<file path="config.mk">
export PLATFORM = sky130hd
export DESIGN_NAME = snf_perm_mem
export DESIGN_NICKNAME = d
export VERILOG_FILES = /design/src/rtl/core/assert_macros.svh /design/src/rtl/core/snf_pkg.sv /design/src/rtl/core/snf_perm_mem.sv
export SDC_FILE = /design/constraint.sdc
export NUM_CORES = 2
export LEC_CHECK = 0
export BUFFER_PORTS_ARGS = -buffer_cell sky130_fd_sc_hd__clkbuf_2
export CORE_ASPECT_RATIO = 0.9
export CORE_MARGIN = 4
export CORE_UTILIZATION = 66
export CTS_BUF_LIST = sky130_fd_sc_hd__clkbuf_8
export DETAILED_ROUTE_END_ITERATION = 12
export HOLD_SLACK_MARGIN = 0.02
export PLACE_DENSITY_LB_ADDON = 0.12
export SYNTH_ARGS = -nofsm -noshare
export SYNTH_HDL_FRONTEND = slang
export SYNTH_SLANG_ARGS = --single-unit
</file>
<file path="constraint.sdc">
create_clock -name clk -period 19.4 [get_ports clk]
set_input_delay 3.88 -clock clk [delete_from_list [all_inputs] [get_ports clk]]
set_output_delay 3.88 -clock clk [all_outputs]
set_load 0.005 [all_outputs]
</file>
<file path="src/rtl/core/assert_macros.svh">
// ----------------------------------------------------------------------------
// assert_macros.svh
// Assertion shorthands used by the fractal noise block.
// ----------------------------------------------------------------------------
`ifndef ASSERT_MACROS_SVH
`define ASSERT_MACROS_SVH

// same-cycle implication, checked out of reset
`define SNF_ASSERT_IMPL(label, pre, post, msg) \
    label: assert property (@(posedge clk) disable iff (!rst_n) (pre) |-> (post)) \
        else $error(msg);

// next-cycle implication, checked out of reset
`define SNF_ASSERT_NEXT(label, pre, post, msg) \
    label: assert property (@(posedge clk) disable iff (!rst_n) (pre) |=> (post)) \
        else $error(msg);

`endif

</file>
<file path="src/rtl/core/snf_pkg.sv">
`timescale 1ns / 1ps
// ----------------------------------------------------------------------------
// snf_pkg
// Shared constants, types and helpers of the fractal simplex noise block.
// ----------------------------------------------------------------------------
package snf_pkg;

    localparam int COORD_FRAC_BITS = 16;
    localparam int TABLE_AW        = 8;
    localparam int MAX_OCTAVES     = 8;
    localparam int OCT_W           = 4;
    localparam int COORD_W         = 32;
    localparam int DX_W            = 24;
    localparam int AMP_W           = 17;
    localparam int FREQ_W          = 28;
    localparam int NORM_W          = 16;
    localparam int SUM_W           = 20;
    localparam int ACC_W           = 44;
    localparam int CFG_W           = 16;
    localparam int CFG_IDX_W       = 2;

    localparam logic [AMP_W-1:0]  AMP_ONE    = 17'd65536;
    localparam logic [FREQ_W-1:0] FREQ_ONE   = 28'd4096;
    localparam logic [FREQ_W-1:0] FREQ_MAX   = 28'hFFFFFFF;
    localparam logic [NORM_W-1:0] NORM_RESET = 16'd32768;

    localparam logic signed [15:0]     SKEW_Q16    = 16'sd23987;
    localparam logic signed [15:0]     UNSKEW_Q16  = 16'sd13849;
    localparam logic signed [DX_W-1:0] ONE_Q       = 24'sd65536;
    localparam logic signed [DX_W-1:0] G2_Q        = 24'sd13849;
    localparam logic signed [DX_W-1:0] G2X2_Q      = 24'sd27698;
    localparam logic signed [22:0]     NOISE_SCALE = 23'sd70;

    localparam logic CMD_LOAD = 1'b0;
    localparam logic CMD_EVAL = 1'b1;

    typedef enum logic [CFG_IDX_W-1:0] {
        CFG_OCTAVES = 2'd0,
        CFG_PERSIST = 2'd1,
        CFG_LACUN   = 2'd2
    } cfg_idx_t;

    typedef struct packed {
        logic idle;
        logic result_valid;
    } core_status_t;

    typedef struct packed {
        logic [TABLE_AW-1:0] perm_addr;
        logic [TABLE_AW-1:0] mod_addr;
    } rd_req_t;

    // zero acts as one, anything above the maximum acts as the maximum
    function automatic logic [OCT_W-1:0] clamp_octaves(input logic [OCT_W-1:0] n);
        logic [OCT_W-1:0] r;
        r = n;
        if (n == '0)
            r = OCT_W'(1);
        else if (n > OCT_W'(MAX_OCTAVES))
            r = OCT_W'(MAX_OCTAVES);
        return r;
    endfunction

endpackage

</file>
<file path="src/rtl/core/snf_perm_mem.sv">
`timescale 1ns / 1ps
// ----------------------------------------------------------------------------
// snf_perm_mem
// Permutation table and its mod-12 copy, one write and one read port each.
// ----------------------------------------------------------------------------
module snf_perm_mem (
    input  logic                          clk,
    input  logic                          wr_en,
    input  logic [snf_pkg::TABLE_AW-1:0]  wr_addr,
    input  logic [7:0]                    wr_value,
    input  snf_pkg::rd_req_t              rd_req,
    output logic [7:0]                    perm_data,
    output logic [3:0]                    mod_data
);

    localparam int DEPTH = 1 << snf_pkg::TABLE_AW;

    logic [7:0] perm_mem [DEPTH];
    logic [3:0] mod_mem  [DEPTH];
    logic [7:0] perm_data_reg;
    logic [3:0] mod_data_reg;
    logic [3:0] wr_mod12;
    logic [18:0] q_prod;
    logic [7:0]  q_val;
    logic [7:0]  r_val;

    // v mod 12 via reciprocal 171/2048, exact for 8-bit values
    always_comb
    begin
        q_prod   = {11'd0, wr_value} * 19'd171;
        q_val    = q_prod[18:11];
        r_val    = wr_value - 8'(q_val * 8'd12);
        wr_mod12 = r_val[3:0];
    end

    always_ff @(posedge clk)
    begin
        if (wr_en)
        begin
            perm_mem[wr_addr] <= wr_value;
            mod_mem[wr_addr]  <= wr_mod12;
        end
        perm_data_reg <= perm_mem[rd_req.perm_addr];
        mod_data_reg  <= mod_mem[rd_req.mod_addr];
    end

    assign perm_data = perm_data_reg;
    assign mod_data  = mod_data_reg;

endmodule

</file>
; After elaboration in Yosys (flattened, before gate mapping)
; Memory sizes are Yosys's and may differ from the RTL's. A register that Yosys moved wholly into a read port is not among the register bits.
; Cells that the tools add are included.
[op_classes]
n_lt_le_gt_ge = 0
shifts = 0
n_mul = 2
div_mod_pow = 0
n_eq_ne = 0
reduce_logical = 0
add_sub_neg = 1
mux = 2
bitwise_logic = 0
[op_table]
columns = op, count
row1 = $mul A8 B8 Y16 const B, 1
row2 = $mul A5 B2 Y2 const B, 1
row3 = $sub A4 B4 Y4, 1
row4 = $mux W1, 2
[totals]
output_inout_bits = 12
rom_bits = 0
ramBits = 3072
wordCells = 7
n_memories = 2
ff_bits = 0
inputBits = 34
latchBits = 0
[mem_list]
columns = memory, depth, word_bits, read_ports, rd_ports_with_merged_regs, wr, line_no
row1 = perm_mem, 256, 8, 1, 1, 1, snf_perm_mem.sv:18  ; logic [7:0] perm_mem [DEPTH];
row2 = mod_mem, 256, 4, 1, 1, 1, snf_perm_mem.sv:19  ; logic [3:0] mod_mem [DEPTH];

; Logic depth before layout (Yosys ltp)
[depth]
word_depth = 3
mapped_depth = 16
depth_no_buf = 16

; Worst setup path before layout
; OpenSTA, ideal clock, no wires.
[synth_path]
path_kind = input -> register
start = input port wr_value[0]
end = memory mod_mem[0][3], data pin
n_path_buf = 0
path_stages = 16
setup_slack_ns = 3.481
t_required_ns = 17.753
t_arrival_ns = 14.272
cell_sequence = ha_1 > ha_1 > fa_1 > inv_1 > fa_1 > inv_1 > ha_1 > a21o_1 > a31oi_1 > o2111ai_1 > xor2_1 > ha_1 > xnor2_1 > xnor2_1 > xnor2_1 > xnor2_1
[synth_via]
elab_chain_len = 3
[synth_lines]
columns = element, line_no
row1 = "start, declared", snf_perm_mem.sv:10  ; input logic [7:0] wr_value,
row2 = $mul A8 B8 Y16, snf_perm_mem.sv:30  ; q_prod = {11'd0, wr_value} * 19'd171;
row3 = $mul A5 B2 Y2, snf_perm_mem.sv:32  ; r_val = wr_value - 8'(q_val * 8'd12);
row4 = $sub A4 B4 Y4 (*), snf_perm_mem.sv:32
row5 = via r_val[3], snf_perm_mem.sv:25  ; logic [7:0] r_val;
row6 = "end, declared", snf_perm_mem.sv:19
; Mark *: on every way through the listed nets, which the timed path passes. The rest lies on a longest branch.

; Worst setup path after layout
[layout_path]
start = input port wr_value[2]
end = memory mod_mem[76][3], data pin
; The elaborated chain is that of the path after synthesis.

==> impl_metrics.csv <==
group,metric,value,unit
clocking,cts_hold_buf,0,
timing,max_freq,110.0,MHz
placed_design,pre_cts_slack,9.320,ns
worst_setup_path,worstPathArrival,9.74,ns
worst_setup_path,path_class,"in -> reg",
worst_hold_path,min_from,"mod_mem[38][2]",
timing,slew_viol_final,0,
global_routing,grt_pass1_wl,387700,um
synth,syn-num-nets,5002,
worst_setup_path,worst-path-max-fanout,196,
synth,yosys-top-cells-area,"edfxtp_1 (74%), mux4_2 (15%), mux2i_1 (1.7%)",
power,power.leakage,35.49,nW
route,wirelength,268800,um
timing,fin_crit_sh,0.4686,
clocking,cts_htree_levels,5,
timing,period_needed,9.091,ns
timing,rsz0062_at_grt,"false",
synth,ys_top_cells_by_count,"edfxtp_1 (2560), mux4_2 (701), nor2_1 (289)",
worst_setup_path,endpoint_kind,"flip-flop",
cells_and_area,syn_to_final_growth,8.832,%
worst_setup_path,crit_family,"buffers and inverters",
outcome,outcome,"finished, final reports clean",
worst_setup_path,critPathBufInv,6,
synth,async_flop_share,0,
worst_hold_path,worstHoldPathCells,5,
clocking,tritoncts,"done",
global_routing,grtUsageTotal,0.3365,
global_routing,grt_overflow_total,0,
placed_design,dpl.hpwl,164800,um
power,p_sw_frac,0.2478,
die,coreArea,0.1555,mm^2
clocking,cts_resized,0,
placed_design,gp_congestion,0.9141,
die,placementRows,137,
route,first_iter_violations,8117,
worst_setup_path,cp.required,20.05,ns
die,design.die.area,0.1632,mm^2
route,dr.pass1.iters,8,
synth,synth_top_area_cell,"edfxtp_1",
cells_and_area,final_area,0.1126,mm^2
die,die_x,425.4,um
worst_hold_path,hold_class,"reg -> reg",
worst_setup_path,crit_chain,"buf_8 -> buf_4 -> ha_1 -> ha_1 -> inv_1 -> fa_1 -> inv_1 -> ha_1 -> nand2_1 -> o21ai_0 -> a31oi_1 -> o2111ai_1 -> xor2_1 -> ha_1 -> xnor2_1 -> xnor2_1 -> xnor2_1 -> xnor2_2 -> buf_4 -> buf_12",
power,p_total,11.93,mW
worst_setup_path,critPathMaxStageDelay,0.80,ns
synth,synth_top_cell_area_share,0.7429,
synth,synth_seq_cells,2572,
clocking,clk_pin_slew_worst_paths,0.07,ns
power,seqPwrFrac,0.561,
synth,yosysSeqAreaShare,0.7452,
clocking,cts_setup_buffers,0,
timing,clock_skew,0.08177,ns
synth,ys_types,61,
timing,setup_viol,0,
global_routing,grt_max_degree,197,
timing,hold_viol,0,
timing,timing.setup.tns,0,ns
clocking,cts.sinks,2572,
job,maxCapViolations,0,
synth,synthesis.area,0.1035,mm^2
global_routing,grt_pass1_vias,53470,
die,ioPinCount,46,
synth,yosys_warnings,0,
timing,worst_slew_pin_slew,1.425,ns
worst_setup_path,reg2reg_from,"mod_mem[46][3]",
worst_setup_path,rrSetupSlack,16.32,ns
route,num_vias,54270,
die,die_y,383.6,um
die,start_util,0.6656,
power,powerDensity,105.9,mW/mm^2
route,ant_nets,0,
synth,synthesis.instances,4925,
clocking,clkLatencyLatePin,1.06,ns
worst_setup_path,crit_top_cell,"ha_1",
clocking,cts_buffers,397,
worst_setup_path,rr_worst_depth,7,
power,combPwrFrac,0.096,
placed_design,placed_area,0.1056,mm^2
power,p_sw,2.957,mW
synth,synthFlopType,"edfxtp_1",
clocking,clk_path_buf_depth,4,
route,drc_errors,0,
power,clkPwrFrac,0.342,
cells_and_area,drive_gt1_frac,0.2480,
clocking,cts-root-buf,"clkbuf_8",
worst_setup_path,cp_slowest_cell,"buf_4",
power,peakVddDrop,337.6,uV
worst_setup_path,r2r_end,"mod_data[3]",
placed_design,port_buffers,45,
timing,fin_ws,10.31,ns
worst_hold_path,holdPathEnd,"mod_data[2]",
worst_setup_path,critPathLaunchType,"input port",
cells_and_area,largest_reg_flops,1536,
synth,synth-edff-count,2560,
route,vias_per_cell,7.156,
global_routing,antenna_found_initial,18,
route,routedWlPerCell,35.44,um
power,power.internal,8.975,mW
synth,yosysMostFrequentCell,"edfxtp_1",
timing,slew_headroom,0.04145,
cells_and_area,fin_nets,5270,
synth,postSynthAreaPerCell,21.01,um^2
-- cells in the final DEF, fill, tap and decap left out, drive strengths merged, types with 125 or more instances in the layout --
master	Yosys	layout
o22ai	164	164
nand2	125	125
edfxtp	2560	2560
mux2i	172	172
buf	189	130
clkbuf	108	442
inv	39	154
nor2	290	290
mux4	701	701
clkinv	0	158
-- stage by stage --
step | utilization | hold WS [ns] | cells
finish | 0.7244 | 0.9874 | 7584
global route | 0.7243 | 1.024 | 7580
CTS | 0.7241 | 0.9825 | 7571
detailed placement | 0.6793 | 0.9850 | 6878
global placement | 0.6793 | 0.9856 | 6878
floorplan | - | 0.7362 | 4925
-- worst max-delay path by stage --
stage                           start        endpoint  slack [ns]  cells past startpoint
after global placement    wr_value[2]  mod_mem[92][3]        9.54                     20
after CTS                 wr_value[2]  mod_mem[76][3]       10.47                     20
final                     wr_value[2]  mod_mem[76][3]       10.31                     20
after floorplan           wr_value[0]   mod_mem[0][3]        3.48                     16
after detailed placement  wr_value[2]  mod_mem[85][3]        9.32                     20
after global routing      wr_value[2]  mod_mem[94][3]       10.00                     20
-- layer usage --
metal / global-route usage / share of wire / up-vias
met1: 0.5016 / 0.37 / 28180
met3: 0.1057 / 0.14 / 623
met2: 0.4743 / 0.45 / 4050
met4: 0.1361 / 0.045 / 14
li1: - / - / 21400
met5: 0 / 0.00030 / -
-- layout make-up --
class | instances | area [um^2]
clock inverter | 287 | 1376
multi-input combinational | 2017 | 24410
timing repair buffer | 166 | 1338
fill | 9042 | 42850
clock buffer | 406 | 5588
sequential | 2572 | 77110
inverter | 39 | 153.9
antenna | 12 | 30.03
tap | 2085 | 2609
-- logic make-up after synthesis --
| family | Yosys count | share of synthesized area |
|---|---|---|
| DFF | 2572 | 0.7452 |
| muxes | 874 | 0.1693 |
| AOI/OAI and AO/OA | 500 | 0.03387 |
| xor gates and xnor gates | 9 | 0.0007618 |
| buffers and inverters | 336 | 0.01953 |
| adders and majority gates | 43 | 0.005997 |
| and+or+nand+nor | 591 | 0.02532 |
-- power groups by stage --
stage / Combinational, mW / Sequential [mW] / Clock, mW
5_1_grt: 1.22 / 6.69 / 4.40
4_1_cts: 1.13 / 6.68 / 4.11
3_5_place_dp: 1.14 / 6.80 / 0
6_report: 1.15 / 6.69 / 4.09
3_3_place_gp: 1.09 / 6.80 / 0
2_1_floorplan: 0.613 / 6.98 / 0
-- worst reg2reg max path, cell delays in order, from the launching register on --
cell and delay [ns]:
edfxtp_1 0.36, mux4_2 0.47, a22o_1 0.28, a211oi_1 0.85, a21oi_1 0.43, nand3_1 0.16
and3_1 0.28, o21ai_1 0.11
Note: power is estimated with default switching activity, not from simulation.
