File: config.mk
export PLATFORM = sky130hd
export DESIGN_NAME = snf_norm_unit
export DESIGN_NICKNAME = d
export VERILOG_FILES = /design/src/rtl/core/assert_macros.svh /design/src/rtl/core/snf_pkg.sv /design/src/rtl/core/snf_norm_unit.sv
export SDC_FILE = /design/constraint.sdc
export NUM_CORES = 1
export LEC_CHECK = 0
export BUFFER_PORTS_ARGS = -buffer_cell sky130_fd_sc_hd__buf_2
export CORE_ASPECT_RATIO = 1.25
export CORE_MARGIN = 4
export CORE_UTILIZATION = 50
export DETAILED_ROUTE_END_ITERATION = 10
export PLACE_DENSITY = 0.7
export SLEW_MARGIN = 30
export SYNTH_ARGS = -nofsm -noshare
export SYNTH_HDL_FRONTEND = slang
export SYNTH_SLANG_ARGS = --single-unit
File: constraint.sdc
create_clock -name clk -period 9.41 [get_ports clk]
set_input_delay 0 -clock clk [delete_from_list [all_inputs] [get_ports clk]]
set_output_delay 0 -clock clk [all_outputs]
set_load 0.05 [all_outputs]
File: src/rtl/core/assert_macros.svh
// ----------------------------------------------------------------------------
// assert_macros.svh
// Assertion shorthands used by the fractal noise block.
// ----------------------------------------------------------------------------
`ifndef ASSERT_MACROS_SVH
`define ASSERT_MACROS_SVH

// same-cycle implication, checked out of reset
`define SNF_ASSERT_IMPL(label, pre, post, msg) \
    label: assert property (@(posedge clk) disable iff (!rst_n) (pre) |-> (post)) \
        else $error(msg);

// next-cycle implication, checked out of reset
`define SNF_ASSERT_NEXT(label, pre, post, msg) \
    label: assert property (@(posedge clk) disable iff (!rst_n) (pre) |=> (post)) \
        else $error(msg);

`endif

File: src/rtl/core/snf_pkg.sv
`timescale 1ns / 1ps
// ----------------------------------------------------------------------------
// snf_pkg
// Shared constants, types and helpers of the fractal simplex noise block.
// ----------------------------------------------------------------------------
package snf_pkg;

    localparam int COORD_FRAC_BITS = 16;
    localparam int TABLE_AW        = 8;
    localparam int MAX_OCTAVES     = 8;
    localparam int OCT_W           = 4;
    localparam int COORD_W         = 32;
    localparam int DX_W            = 24;
    localparam int AMP_W           = 17;
    localparam int FREQ_W          = 28;
    localparam int NORM_W          = 16;
    localparam int SUM_W           = 20;
    localparam int ACC_W           = 44;
    localparam int CFG_W           = 16;
    localparam int CFG_IDX_W       = 2;

    localparam logic [AMP_W-1:0]  AMP_ONE    = 17'd65536;
    localparam logic [FREQ_W-1:0] FREQ_ONE   = 28'd4096;
    localparam logic [FREQ_W-1:0] FREQ_MAX   = 28'hFFFFFFF;
    localparam logic [NORM_W-1:0] NORM_RESET = 16'd32768;

    localparam logic signed [15:0]     SKEW_Q16    = 16'sd23987;
    localparam logic signed [15:0]     UNSKEW_Q16  = 16'sd13849;
    localparam logic signed [DX_W-1:0] ONE_Q       = 24'sd65536;
    localparam logic signed [DX_W-1:0] G2_Q        = 24'sd13849;
    localparam logic signed [DX_W-1:0] G2X2_Q      = 24'sd27698;
    localparam logic signed [22:0]     NOISE_SCALE = 23'sd70;

    localparam logic CMD_LOAD = 1'b0;
    localparam logic CMD_EVAL = 1'b1;

    typedef enum logic [CFG_IDX_W-1:0] {
        CFG_OCTAVES = 2'd0,
        CFG_PERSIST = 2'd1,
        CFG_LACUN   = 2'd2
    } cfg_idx_t;

    typedef struct packed {
        logic idle;
        logic result_valid;
    } core_status_t;

    typedef struct packed {
        logic [TABLE_AW-1:0] perm_addr;
        logic [TABLE_AW-1:0] mod_addr;
    } rd_req_t;

    // zero acts as one, anything above the maximum acts as the maximum
    function automatic logic [OCT_W-1:0] clamp_octaves(input logic [OCT_W-1:0] n);
        logic [OCT_W-1:0] r;
        r = n;
        if (n == '0)
            r = OCT_W'(1);
        else if (n > OCT_W'(MAX_OCTAVES))
            r = OCT_W'(MAX_OCTAVES);
        return r;
    endfunction

endpackage

File: src/rtl/core/snf_norm_unit.sv
`timescale 1ns / 1ps
// ----------------------------------------------------------------------------
// snf_norm_unit
// Sums octave amplitudes and divides 2^31 by the total, one bit per cycle.
// ----------------------------------------------------------------------------
module snf_norm_unit (
    input  logic                        clk,
    input  logic                        rst_n,
    input  logic                        start,
    input  logic [snf_pkg::OCT_W-1:0]   octave_count,
    input  logic [snf_pkg::CFG_W-1:0]   persistence,
    output logic                        busy,
    output logic [snf_pkg::NORM_W-1:0]  norm_recip
);

    typedef enum logic [2:0] {
        N_IDLE = 3'b001,
        N_SUM  = 3'b010,
        N_DIV  = 3'b100
    } nstate_t;

    nstate_t                      state_reg, state_next;
    logic [snf_pkg::SUM_W-1:0]    sum_reg, sum_next;
    logic [snf_pkg::AMP_W-1:0]    amp_reg, amp_next;
    logic [4:0]                   cnt_reg, cnt_next;
    logic [snf_pkg::SUM_W-1:0]    rem_reg, rem_next;
    logic [snf_pkg::NORM_W-1:0]   quo_reg, quo_next;
    logic [snf_pkg::NORM_W-1:0]   norm_reg, norm_next;
    logic [snf_pkg::OCT_W-1:0]    n_oct;
    logic [32:0]                  amp_prod;
    logic [snf_pkg::SUM_W:0]      rem_shift;
    logic [snf_pkg::SUM_W:0]      rem_diff;
    logic                         q_bit;

    always_comb
    begin
        state_next = state_reg;
        sum_next   = sum_reg;
        amp_next   = amp_reg;
        cnt_next   = cnt_reg;
        rem_next   = rem_reg;
        quo_next   = quo_reg;
        norm_next  = norm_reg;

        n_oct     = snf_pkg::clamp_octaves(octave_count);
        amp_prod  = {16'd0, amp_reg} * {17'd0, persistence};
        // dividend is 2^31: a one on the first step, zeros after
        rem_shift = {rem_reg, (cnt_reg == 5'd0)};
        rem_diff  = rem_shift - {1'b0, sum_reg};
        q_bit     = (rem_shift >= {1'b0, sum_reg});

        case (state_reg)
            N_IDLE:
            begin
            end
            N_SUM:
            begin
                sum_next = sum_reg + snf_pkg::SUM_W'(amp_reg);
                amp_next = amp_prod[32:16];
                cnt_next = cnt_reg + 5'd1;
                if ((cnt_reg + 5'd1) == {1'b0, n_oct})
                begin
                    state_next = N_DIV;
                    cnt_next   = 5'd0;
                    rem_next   = '0;
                end
            end
            N_DIV:
            begin
                rem_next = q_bit ? rem_diff[snf_pkg::SUM_W-1:0]
                                 : rem_shift[snf_pkg::SUM_W-1:0];
                quo_next = {quo_reg[snf_pkg::NORM_W-2:0], q_bit};
                cnt_next = cnt_reg + 5'd1;
                if (cnt_reg == 5'd31)
                begin
                    norm_next  = {quo_reg[snf_pkg::NORM_W-2:0], q_bit};
                    state_next = N_IDLE;
                end
            end
            default:
            begin
                state_next = N_IDLE;
            end
        endcase

        if (start)
        begin
            state_next = N_SUM;
            sum_next   = '0;
            amp_next   = snf_pkg::AMP_ONE;
            cnt_next   = 5'd0;
        end
    end

    always_ff @(posedge clk or negedge rst_n)
    begin
        if (!rst_n)
        begin
            state_reg <= N_IDLE;
            norm_reg  <= snf_pkg::NORM_RESET;
            cnt_reg   <= 5'd0;
        end
        else
        begin
            state_reg <= state_next;
            norm_reg  <= norm_next;
            cnt_reg   <= cnt_next;
        end
    end

    always_ff @(posedge clk)
    begin
        sum_reg <= sum_next;
        amp_reg <= amp_next;
        rem_reg <= rem_next;
        quo_reg <= quo_next;
    end

    assign busy       = (state_reg != N_IDLE);
    assign norm_recip = norm_reg;

endmodule

After elaboration in Yosys (flattened, before gate mapping):

Index checks and enable logic that the tools add are counted.

* shift-type cells: 0
* eq/ne operators: 10
* divide/modulo/power cells: 0
* $add $sub $neg: 3
* muxes and demuxes: 12
* magnitude comparators: 2
* bitwise logic cells: 0
* $mul: 1
* reduce and logical (&&, ||, !) cells: 7

Operators with widths (number)
* 20-bit 2-to-1 mux: 2
* 20-bit case mux with 2 select lines: 1
* 17-bit by 16-bit multiplier with 33-bit output: 1
* 21-bit by 20-bit greater-or-equal comparator with 1-bit output: 1
* 20-bit by 17-bit adder with 20-bit output: 1
* 20-bit subtractor: 1
* 5-bit 2-to-1 mux: 2
* 5-bit case mux with 2 select lines: 1
* 3-bit 2-to-1 mux: 3
* 3-bit case mux with 3 select lines: 1
* 4-bit 2-to-1 mux: 2
* 3-bit != test (second input constant): 2
* 5-bit by 1-bit adder with 5-bit output (second input constant): 1
* 5-bit by 4-bit == test with 1-bit output: 1
* 5-bit == test (second input constant): 1
* 5-bit zero test: 1
* 4-bit > comparator (second input constant): 1
* 4-bit zero test: 1
* 2-bit != test (second input constant): 2
* 2-bit AND reduction: 2
* 3-bit by 1-bit == test with 1-bit output (second input constant): 1
* 3-bit by 2-bit == test with 1-bit output (second input constant): 1
* 3-bit == test (second input constant): 1
* 3-bit by 1-bit != test with 1-bit output (second input constant): 1
* 3 further kinds: 3

* RAM bits: 0
* memories kept: 0
* bits in latches: 0
* register bits after elaboration: 96
* logic and storage cells: 42
* memory bits (read-only): 0

Depth between registers and ports, before layout:

Gate-level depths: netlist of the first run.

* depth after elaboration: 7
* mapped depth: 23
* depth with buffers taken out: 22

Least setup slack after synthesis of the first run:

No wires, ideal clock.

* path type: register to register
* start: register amp_reg[7] in the netlist's numbering
* end: register amp_reg[13] in the netlist's numbering
* slack: 3.612 ns
* required time: 9.293 ns
* cell stages (with the launch flop): 23
* path buffers: 1
* arrival time: 5.681 ns
* path through: dfxtp_1 > clkbuf_1 > nand2_1 > fa_1 > inv_1 > fa_1 > inv_1 > fa_1 > inv_1 > fa_1 > fa_1 > inv_1 > fa_1 > inv_1 > ha_1 > a21oi_1 > o211ai_1 > a211oi_1 > a21oi_1 > o21ai_0 > o21ai_0 > a41oi_1 > nand2_1

* word-level cells in the longest chain between the ends: 1

RTL lines
* from (decl): line snf_norm_unit.sv:24 `logic [snf_pkg::AMP_W-1:0] amp_reg, amp_next;`
* from (signal assigned): line snf_norm_unit.sv:114 `amp_reg <= amp_next;`
* 17-bit by 16-bit multiplier with 33-bit output: line snf_norm_unit.sv:46 `amp_prod = {16'd0, amp_reg} * {17'd0, persistence};`

No other way between the ends.
A chain may end at the register's enable or synchronous reset.

Worst setup path after layout of the first run:

Ends and elaborated chain as after synthesis.

==> run_results.csv, run 1 <==
group,metric,value,unit
critical_path,start_kind,"register",
finish,nNetsFinal,1954,
critical_path,critPathBufInv,5,
yosys,synth_area_leader_cell,"fa_1",
clock_tree,ctsRootBufferMaster,"clkbuf_16",
finish,fillerInstances,2553,
clock_tree,cts_tree,"yes",
yosys,synth_area_per_cell,9.003,um2
global_route,overflow,0,
clock_tree,cts_inserted_buffers,9,
yosys,synth_top_area_frac,0.2941,
die,start_util,0.5113,
clock_tree,insertion_delay,0.34,ns
timing,clock.fmax,151.1,MHz
timing,tns,0,ns
clock_tree,post_cts_resized,0,
finish,final_cell_mix,"inv_1 (275), nand2_1 (235), fa_1 (209), ha_1 (142), and2_1 (131)",
finish,final_common_cell,"inv_1",
timing,setup_viol,0,
critical_path,worst-r2r-cell-count,21,
clock_tree,cts_hold_buf,1,
global_route,grt_pass1_vias,11640,
route,drtIter0Drc,497,
timing,rsz0062_at_grt,"false",
route,post-route-drc-count,0,
critical_path,worst_path_dominant_cell_family,"adder cells",
critical_path,cp.arrival,6.85,ns
finish,syn2layout_area_growth,5.436,%
placement,hpwlAfterDp,25.44,mm
global_route,track_usage,0.2207,
critical_path,cp_slowest_stage_delay,0.85,ns
critical_path,crit_path_end_kind,"register",
yosys,synthCells,1580,
die,ios,40,
global_route,grt_max_degree,39,
route,vias,10830,
route,wl_per_cell,17.15,um
placement,portBuffers,39,
critical_path,rr_startpoint,"amp_reg[7]",
yosys,synth_area,14220,um2
placement,gp_congestion,0.9077,
die,dieArea,31230,um2
critical_path,path_depth,21,
yosys,synth_compound_area_frac,0.1000,
critical_path,cpMostUsedCell,"fa_1",
global_route,grt_pass1_wl,57.32,mm
yosys,ys_top_cells_by_area,"fa_1 (29%), ha_1 (12%), edfxtp_1 (7.4%)",
critical_path,path_cells,"nand2_1 -> fa_1 -> inv_1 -> fa_1 -> inv_1 -> fa_1 -> inv_1 -> fa_1 -> fa_1 -> inv_1 -> fa_1 -> inv_1 -> ha_1 -> a21oi_1 -> o211ai_1 -> a211oi_1 -> a21oi_1 -> o21ai_0 -> o21ai_0 -> a41oi_1 -> nand2_1",
flow_run,cap_violations,0,
min_path,worstHoldPathType,"primary input to async pin",
route,viasPerCell,5.598,
timing,skew,0.008420,ns
timing,fin_crit_sh,0.7033,
global_route,antenna_found_initial,0,
critical_path,rrSetupSlack,2.79,ns
critical_path,crit_required,9.64,ns
die,core_area,27820,um2
critical_path,crit_slowest_cell,"dfxtp_1",
yosys,synth_xor_area_frac,0.02771,
clock_tree,post-cts-setup-buffers,0,
die,fp.dieH,196.6,um
yosys,async_flop_share,0.2500,
clock_tree,clk_pin_slew,0.08,ns
timing,maxSlewViolCount,0,
route,routed_wl,33.18,mm
route,firstDrtPassIters,7,
yosys,synthFlopType,"dfxtp_1",
yosys,synth_simple_gate_area_frac,0.1728,
clock_tree,clock_path_buffers,2,
finish,diodes,0,
yosys,ys_warn_count,0,
die,rows,68,
timing,fin_crit,6.618,ns
critical_path,cp_max_fo,18,
yosys,yosys_register_bits,96,
die,die-width,158.9,um
yosys,synth_top_family_by_area,"adder cells",
clock_tree,htree_levels,3,
route,ant_nets,0,
timing,slew_headroom,0.3605,
yosys,synthAdderAreaFrac,0.4190,
critical_path,reg2reg_to,"amp_reg[13]",
clock_tree,cts_sinks,96,
yosys,synth_mux_area_frac,0.02322,
status,status,"completed",
yosys,synth_edf_count,35,
yosys,synth_seq_area_share,0.1684,
critical_path,crit_type,"register to register",
yosys,synth.distinct_cells,73,
finish,drive_gt1_frac,0.05931,
timing,hold_viol,0,
yosys,syn_nets,1954,
timing,worst_pin_slew,0.9593,ns
-- logic make-up (layout without fill, tap and decap cells) --
kind of cell / after synthesis / in the layout
AO/OA/AOI/OAI: 216 / 216
buffers and inverters: 332 / 337
multiplexers: 31 / 31
AND/OR/NAND/NOR: 509 / 509
XOR/XNOR: 45 / 45
adder cells (fa/ha/maj): 351 / 351
flip-flops: 96 / 96
-- how the worst max path moves through the flow --
stage,slack (ns),end,start
2_1_floorplan,3.61,amp_reg[13],amp_reg[7]
3_3_place_gp,3.05,amp_reg[16],amp_reg[6]
3_5_place_dp,2.90,amp_reg[16],amp_reg[7]
4_1_cts,2.85,amp_reg[16],amp_reg[7]
5_1_grt,2.47,amp_reg[16],amp_reg[7]
6_report,2.79,amp_reg[13],amp_reg[7]
-- metrics by stage --
step / hold slack [ns] / area [um2] / utilization / instances / worst slack, ns
floorplan: -0.2956 / 14220 / - / 1580 / 3.612
global placement: 0.006811 / 14670 / 0.5274 / 1918 / 3.054
detailed placement: 0.009495 / 14680 / 0.5277 / 1918 / 2.902
CTS: 0.1660 / 15000 / 0.5391 / 1935 / 2.853
global route: 0.2140 / 15000 / 0.5391 / 1935 / 2.467
finish: 0.1755 / 15000 / 0.5391 / 1935 / 2.792
-- layer usage --
layer | track usage | wire (um) | up-vias
met3 | 0.02489 | 1605 | 58
met4 | 0.06463 | 823 | 0
li1 | - | - | 5066
met1 | 0.2837 | 13970 | 5401
met2 | 0.3964 | 16780 | 307
met5 | 0 | 0 | -
-- cell type report --
type                            count  area (um2)  share of cell area
Clock inverter                      7       81.33            0.005423
Clock buffer                        9       225.2             0.01502
Sequential cell                    96        2395              0.1597
Inverter                          276        1036             0.06907
Tap cell                          350       437.9             0.02920
Multi-Input combinational cell   1152       10580              0.7054
Timing Repair Buffer               45       242.7             0.01618
-- synth_stat cells, drive strengths merged (6+ instances only) --
cell type / number
mux2: 16
o211ai: 8
nand4: 7
nand3: 11
xor2: 12
a21o: 16
nand2: 235
a211oi: 12
o21bai: 6
inv: 276
edfxtp: 35
o21a: 6
o21ai: 43
nor3: 16
a21oi: 71
and3: 11
xnor2: 33
dfrtp: 22
nand2b: 11
dfxtp: 37
ha: 142
and2: 131
fa: 209
nor2: 56
or3: 6
mux2i: 15
a31oi: 8
clkbuf: 51
Power of run 1 is left out: the tool's default activity adds up to more than one toggle a clock period on the data nets, which glitch-free logic cannot reach.
==> run 2: changes to the inputs <==
- PLACE_DENSITY: 0.7 -> 0.73
- clock period: 9.41 -> 5.7 ns (I/O delays scaled with it)
==> run 2 against run 1 <==
Effect of this change:
- the flow now finishes with violations (setup timing)
- register-to-register slack worse by 3.0 ns
- cell count up 6.4%
- critical path depth grew 1
- global-route usage is 0.15 points higher
- worst hold slack got worse by 0.0025 ns
- critical endpoint is now amp_reg[16]
==> run_results.csv, run 2 (synthesized netlist as in run 1, its figures left out) <==
group,metric,value,unit
die,core_area,27820,um2
clock_tree,insertion_delay,0.35,ns
global_route,track_usage,0.2222,
placement,hpwlAfterDp,27.75,mm
route,ant_nets,0,
global_route,grt_pass1_wl,57.90,mm
timing,slew_headroom,0.3968,
critical_path,crit_type,"register to register",
timing,rsz0062_at_grt,"true",
timing,clock.fmax,170.0,MHz
timing,tns,-1.022,ns
timing,fin_crit,5.883,ns
placement,numPlacedInstances,2023,
flow_run,cap_violations,0,
placement,portBuffers,39,
finish,instances_no_fill,2058,
die,rows,68,
clock_tree,cts_tree,"yes",
global_route,overflow,0,
timing,fin_crit_sh,1.032,
clock_tree,clock_path_buffers,2,
route,firstDrtPassIters,5,
global_route,grt_pass1_vias,12160,
critical_path,crit_required,5.93,ns
die,dieArea,31230,um2
route,maxUsedRoutingLayer,"met4",
status,status,"finished with violations",
route,viasPerCell,5.474,
critical_path,start_kind,"register",
timing,hold_viol,0,
route,met1Wirelength,14.12,mm
route,wl_met3,1.359,mm
timing,worst_slack,-0.1833,ns
die,die-width,158.9,um
timing,worst_hold_slack,0.1729,ns
critical_path,cp.arrival,6.11,ns
timing,worst_pin_slew,0.9038,ns
status,violations,"setup timing",
die,ios,40,
die,start_util,0.5113,
clock_tree,ctsRootBufferMaster,"clkbuf_16",
timing,maxSlewViolCount,0,
global_route,antenna_found_initial,0,
finish,drive_gt1_frac,0.1780,
die,fp.dieH,196.6,um
route,routed_wl,34.33,mm
timing,setup_viol,10,
finish,fin_util,0.5903,
finish,final_common_cell,"inv_1",
route,vias,11270,
global_route,grt_max_degree,39,
route,wl_per_cell,16.68,um
placement,gp_congestion,0.9343,
finish,diodes,0,
critical_path,rr_startpoint,"amp_reg[7]",
critical_path,crit_path_end_kind,"register",
route,dr_wl_met2,17.99,mm
clock_tree,clk_pin_slew,0.08,ns
route,drtIter0Drc,517,
timing,skew,0.01323,ns
finish,final_cell_mix,"inv_1 (260), nand2_1 (230), fa_1 (197), ha_1 (131), and2_1 (126)",
finish,syn2layout_area_growth,15.45,%
critical_path,cp_max_fo,5,
clock_tree,cts_sinks,96,
clock_tree,htree_levels,3,
min_path,worstHoldPathType,"primary input to async pin",
finish,nNetsFinal,2077,
route,post-route-drc-count,0,
clock_tree,cts_inserted_buffers,9,
critical_path,critPathLaunch,"amp_reg[7]",
[run 2: path summary, 6_finish.rpt]
| check | slack (ns) | cells past startpoint | end |
|---|---|---|---|
| worst max register to register | -0.18 | 22 | amp_reg[16] |
| worst min register to register | 0.45 | 0 | quo_reg[3] |
| min in group clk | 0.23 | 2 | sum_reg[17] |
| worst min-delay path | 0.17 | 2 | norm_recip[9] |
| worst max-delay path | -0.18 | 22 | amp_reg[16] |
| max in group asynchronous | 5.15 | 2 | norm_recip[1] |
[run 2: through the flow]
step                cell area [um2]  setup slack (ns)
floorplan                     14230          0.003112
global placement              15520           -0.2504
detailed placement            15520           -0.3912
CTS                           16200          -0.05035
global route                  16420           -0.3457
finish                        16420           -0.1833
[run 2: timing repair]
action,CTS,global route
endpoints found under the hold margin,24,0
hold buffers,1,0
resized for setup,77,42
gates cloned,0,0
pin swaps,56,50
setup buffers,12,7
setup endpoints to repair,14,17
[run 2: area by class of cell]
class / instances / area [um2]
fillers: 2374 / 11400
multi-input cells: 1152 / 10930
flip-flops and latches: 96 / 2434
repair buffers: 168 / 1267
inverters: 276 / 1036
well taps: 350 / 437.9
clock buffers: 9 / 225.2
clock inverters: 7 / 93.84
[run 2: routing by layer]
layer  track usage  up-vias
met5             0        -
met4       0.07106        0
met3       0.02071       64
met2        0.4096      265
met1        0.2769     5625
li1              -     5312
[run 2: worst max-delay path: stages, from the launching register on]
cell and delay [ns]:
dfxtp_4 0.38, buf_6 0.13, and2_4 0.13, fa_1 0.55, inv_2 0.04, fa_1 0.53
fa_2 0.45, fa_1 0.51, inv_2 0.04, fa_1 0.56, inv_2 0.04, fa_1 0.50
inv_2 0.05, ha_4 0.25, nand4_1 0.17, buf_4 0.20, nor3_1 0.22, a32oi_2 0.14
a31oi_2 0.24, a41oi_2 0.19, o21bai_1 0.19, xnor2_1 0.15, a21oi_1 0.09
Power of run 2 is left out for the same reason.
==> run 3: changes to the inputs <==
- CELL_PAD_IN_SITES_DETAIL_PLACEMENT: not set -> 1
- CELL_PAD_IN_SITES_GLOBAL_PLACEMENT: not set -> 2
- CORE_UTILIZATION: 50 -> 38
- PLACE_DENSITY: 0.73 -> 0.84
==> run 3 against run 2 <==
Effect of this change:
- the run still ends with setup timing left
- maximum frequency rose by 0.62%
- register-to-register slack improved by 0.04 ns
- routed wire length rose by 20%
- flip-flop and latch count did not move
- sequential share of layout area fell by 0.24 points
- worst hold slack got worse by 0.021 ns
- critical path depth rose by 1
- die area rose by 30%
- clock-buffer cell count did not move
- non-clock buffer count rose by 4
- core utilization fell by 13 points
- via count rose by 1.2%
==> run_results.csv, run 3 (synthesized netlist as in run 1, its figures left out) <==
group,metric,value,unit
global_route,overflow,0,
timing,hold_viol,0,
global_route,grt_pass1_vias,12870,
placement,hpwlAfterDp,33.85,mm
finish,diodes,0,
clock_tree,htree_levels,3,
timing,slew_headroom,0.3679,
global_route,grt_use_met3,0.02054,
finish,ff_latch_area,2440,um2
timing,rsz0062_at_grt,"true",
critical_path,crit_type,"register to register",
finish,syn2layout_area_growth,17.68,%
critical_path,reg2reg_to,"amp_reg[10]",
timing,clock.fmax,171.0,MHz
finish,final_cell_mix,"inv_1 (250), nand2_1 (228), fa_1 (196), ha_1 (131), and2_1 (124)",
status,status,"finished with violations",
finish,fin_util,0.4574,
global_route,grt.busiest_layer,"met2",
global_route,track_usage,0.2032,
route,ant_nets,0,
clock_tree,cts_inserted_buffers,9,
finish,drive_gt1_frac,0.1922,
placement,gp_congestion,0.8483,
route,drtIter0Drc,510,
finish,final_common_cell,"inv_1",
die,die-width,181.1,um
timing,worst_pin_slew,0.9481,ns
die,fp.dieH,224.3,um
timing,skew,0.01641,ns
finish,nNetsFinal,2081,
route,vias,11400,
clock_tree,clk_pin_slew,0.08,ns
clock_tree,insertion_delay,0.36,ns
route,viasPerCell,5.201,
global_route,grt_pass1_wl,67.12,mm
clock_tree,clock_path_buffers,2,
global_route,antenna_found_initial,0,
die,ios,40,
die,dieArea,40610,um2
route,post-route-drc-count,0,
finish,multi_input_comb_area,11000,um2
timing,fin_crit_sh,1.026,
global_route,use_met2,0.3917,
min_path,worstHoldPathType,"primary input to async pin",
route,routed_wl,41.34,mm
die,start_util,0.3887,
timing,worst_hold_slack,0.1517,ns
clock_tree,cts_sinks,96,
timing,worst_slack,-0.1471,ns
critical_path,rr_startpoint,"amp_reg[11]",
global_route,grt_max_degree,39,
critical_path,crit_path_end_kind,"register",
critical_path,start_kind,"register",
die,rows,78,
critical_path,cp_max_fo,6,
clock_tree,ctsRootBufferMaster,"clkbuf_16",
clock_tree,cts_tree,"yes",
timing,maxSlewViolCount,0,
critical_path,crit_required,5.89,ns
critical_path,cp.arrival,6.04,ns
flow_run,cap_violations,0,
critical_path,worst-r2r-cell-count,23,
timing,setup_viol,8,
critical_path,rrSetupSlack,-0.15,ns
placement,portBuffers,39,
route,wl_per_cell,18.86,um
timing,fin_crit,5.847,ns
status,violations,"setup timing",
die,core_area,36600,um2
finish,fillerInstances,4224,
route,firstDrtPassIters,5,
global_route,grt_use_met1,0.2415,
==> run 3: through the flow <==
| stage | std cells | cell area [um2] | setup TNS (ns) | worst slack [ns] |
|---|---|---|---|---|
| 3_5_place_dp | 2164 | 15750 | -4.645 | -0.4586 |
| 5_1_grt | 2192 | 16740 | -2.690 | -0.3506 |
| 6_report | 2192 | 16740 | -0.5746 | -0.1471 |
| 3_3_place_gp | 2164 | 15750 | -2.811 | -0.3089 |
| 2_1_floorplan | 1580 | 14230 | 0 | 0.003112 |
| 4_1_cts | 2186 | 16440 | -0.6910 | -0.1252 |
==> run 3: cell type report <==
type                            count  area share
Timing Repair Buffer              172     0.07998
Sequential cell                    96      0.1458
Tap cell                          480     0.03588
Inverter                          276     0.06189
Clock inverter                      7    0.005755
Clock buffer                        9     0.01345
Multi-Input combinational cell   1152      0.6573
==> run 3: repair_timing <==
item                                    CTS  global route
hold buffers                              1             0
cloned                                    0             0
pin swaps                                52            72
endpoints found under the setup margin   16            16
buffers inserted                          8             7
resized for setup                        82            72
endpoints found under the hold margin    24             0
==> run 3: worst max-delay path by stage <==
stage	from	end	slack (ns)	depth (start not counted)
after global placement	amp_reg[5]	amp_reg[13]	-0.31	22
after CTS	amp_reg[7]	amp_reg[11]	-0.13	22
after detailed placement	amp_reg[5]	amp_reg[11]	-0.46	22
after global routing	amp_reg[11]	amp_reg[10]	-0.35	23
after floorplan	amp_reg[7]	amp_reg[13]	0.003	22
final	amp_reg[11]	amp_reg[10]	-0.15	23
==> run 3: critical path, stage by stage, from the launching register on <==
cell	delay, ns
dfxtp_4	0.36
buf_4	0.16
and2_1	0.15
fa_1	0.54
inv_1	0.07
fa_1	0.49
fa_1	0.51
inv_1	0.07
fa_2	0.49
fa_1	0.57
inv_2	0.04
fa_1	0.52
inv_2	0.05
ha_4	0.27
nand2_4	0.07
buf_4	0.14
a21oi_1	0.23
a211oi_2	0.13
a21oi_2	0.15
buf_4	0.14
o211ai_1	0.14
and3_1	0.21
o21ai_1	0.11
o21ai_1	0.10
==> run 3: layer usage <==
layer | up-vias | part of all wire
met1 | 5860 | 0.41
li1 | 5326 | -
met3 | 59 | 0.023
met4 | 0 | 0.023
met2 | 156 | 0.54
met5 | - | 0
Power of run 3 is left out for the same reason.
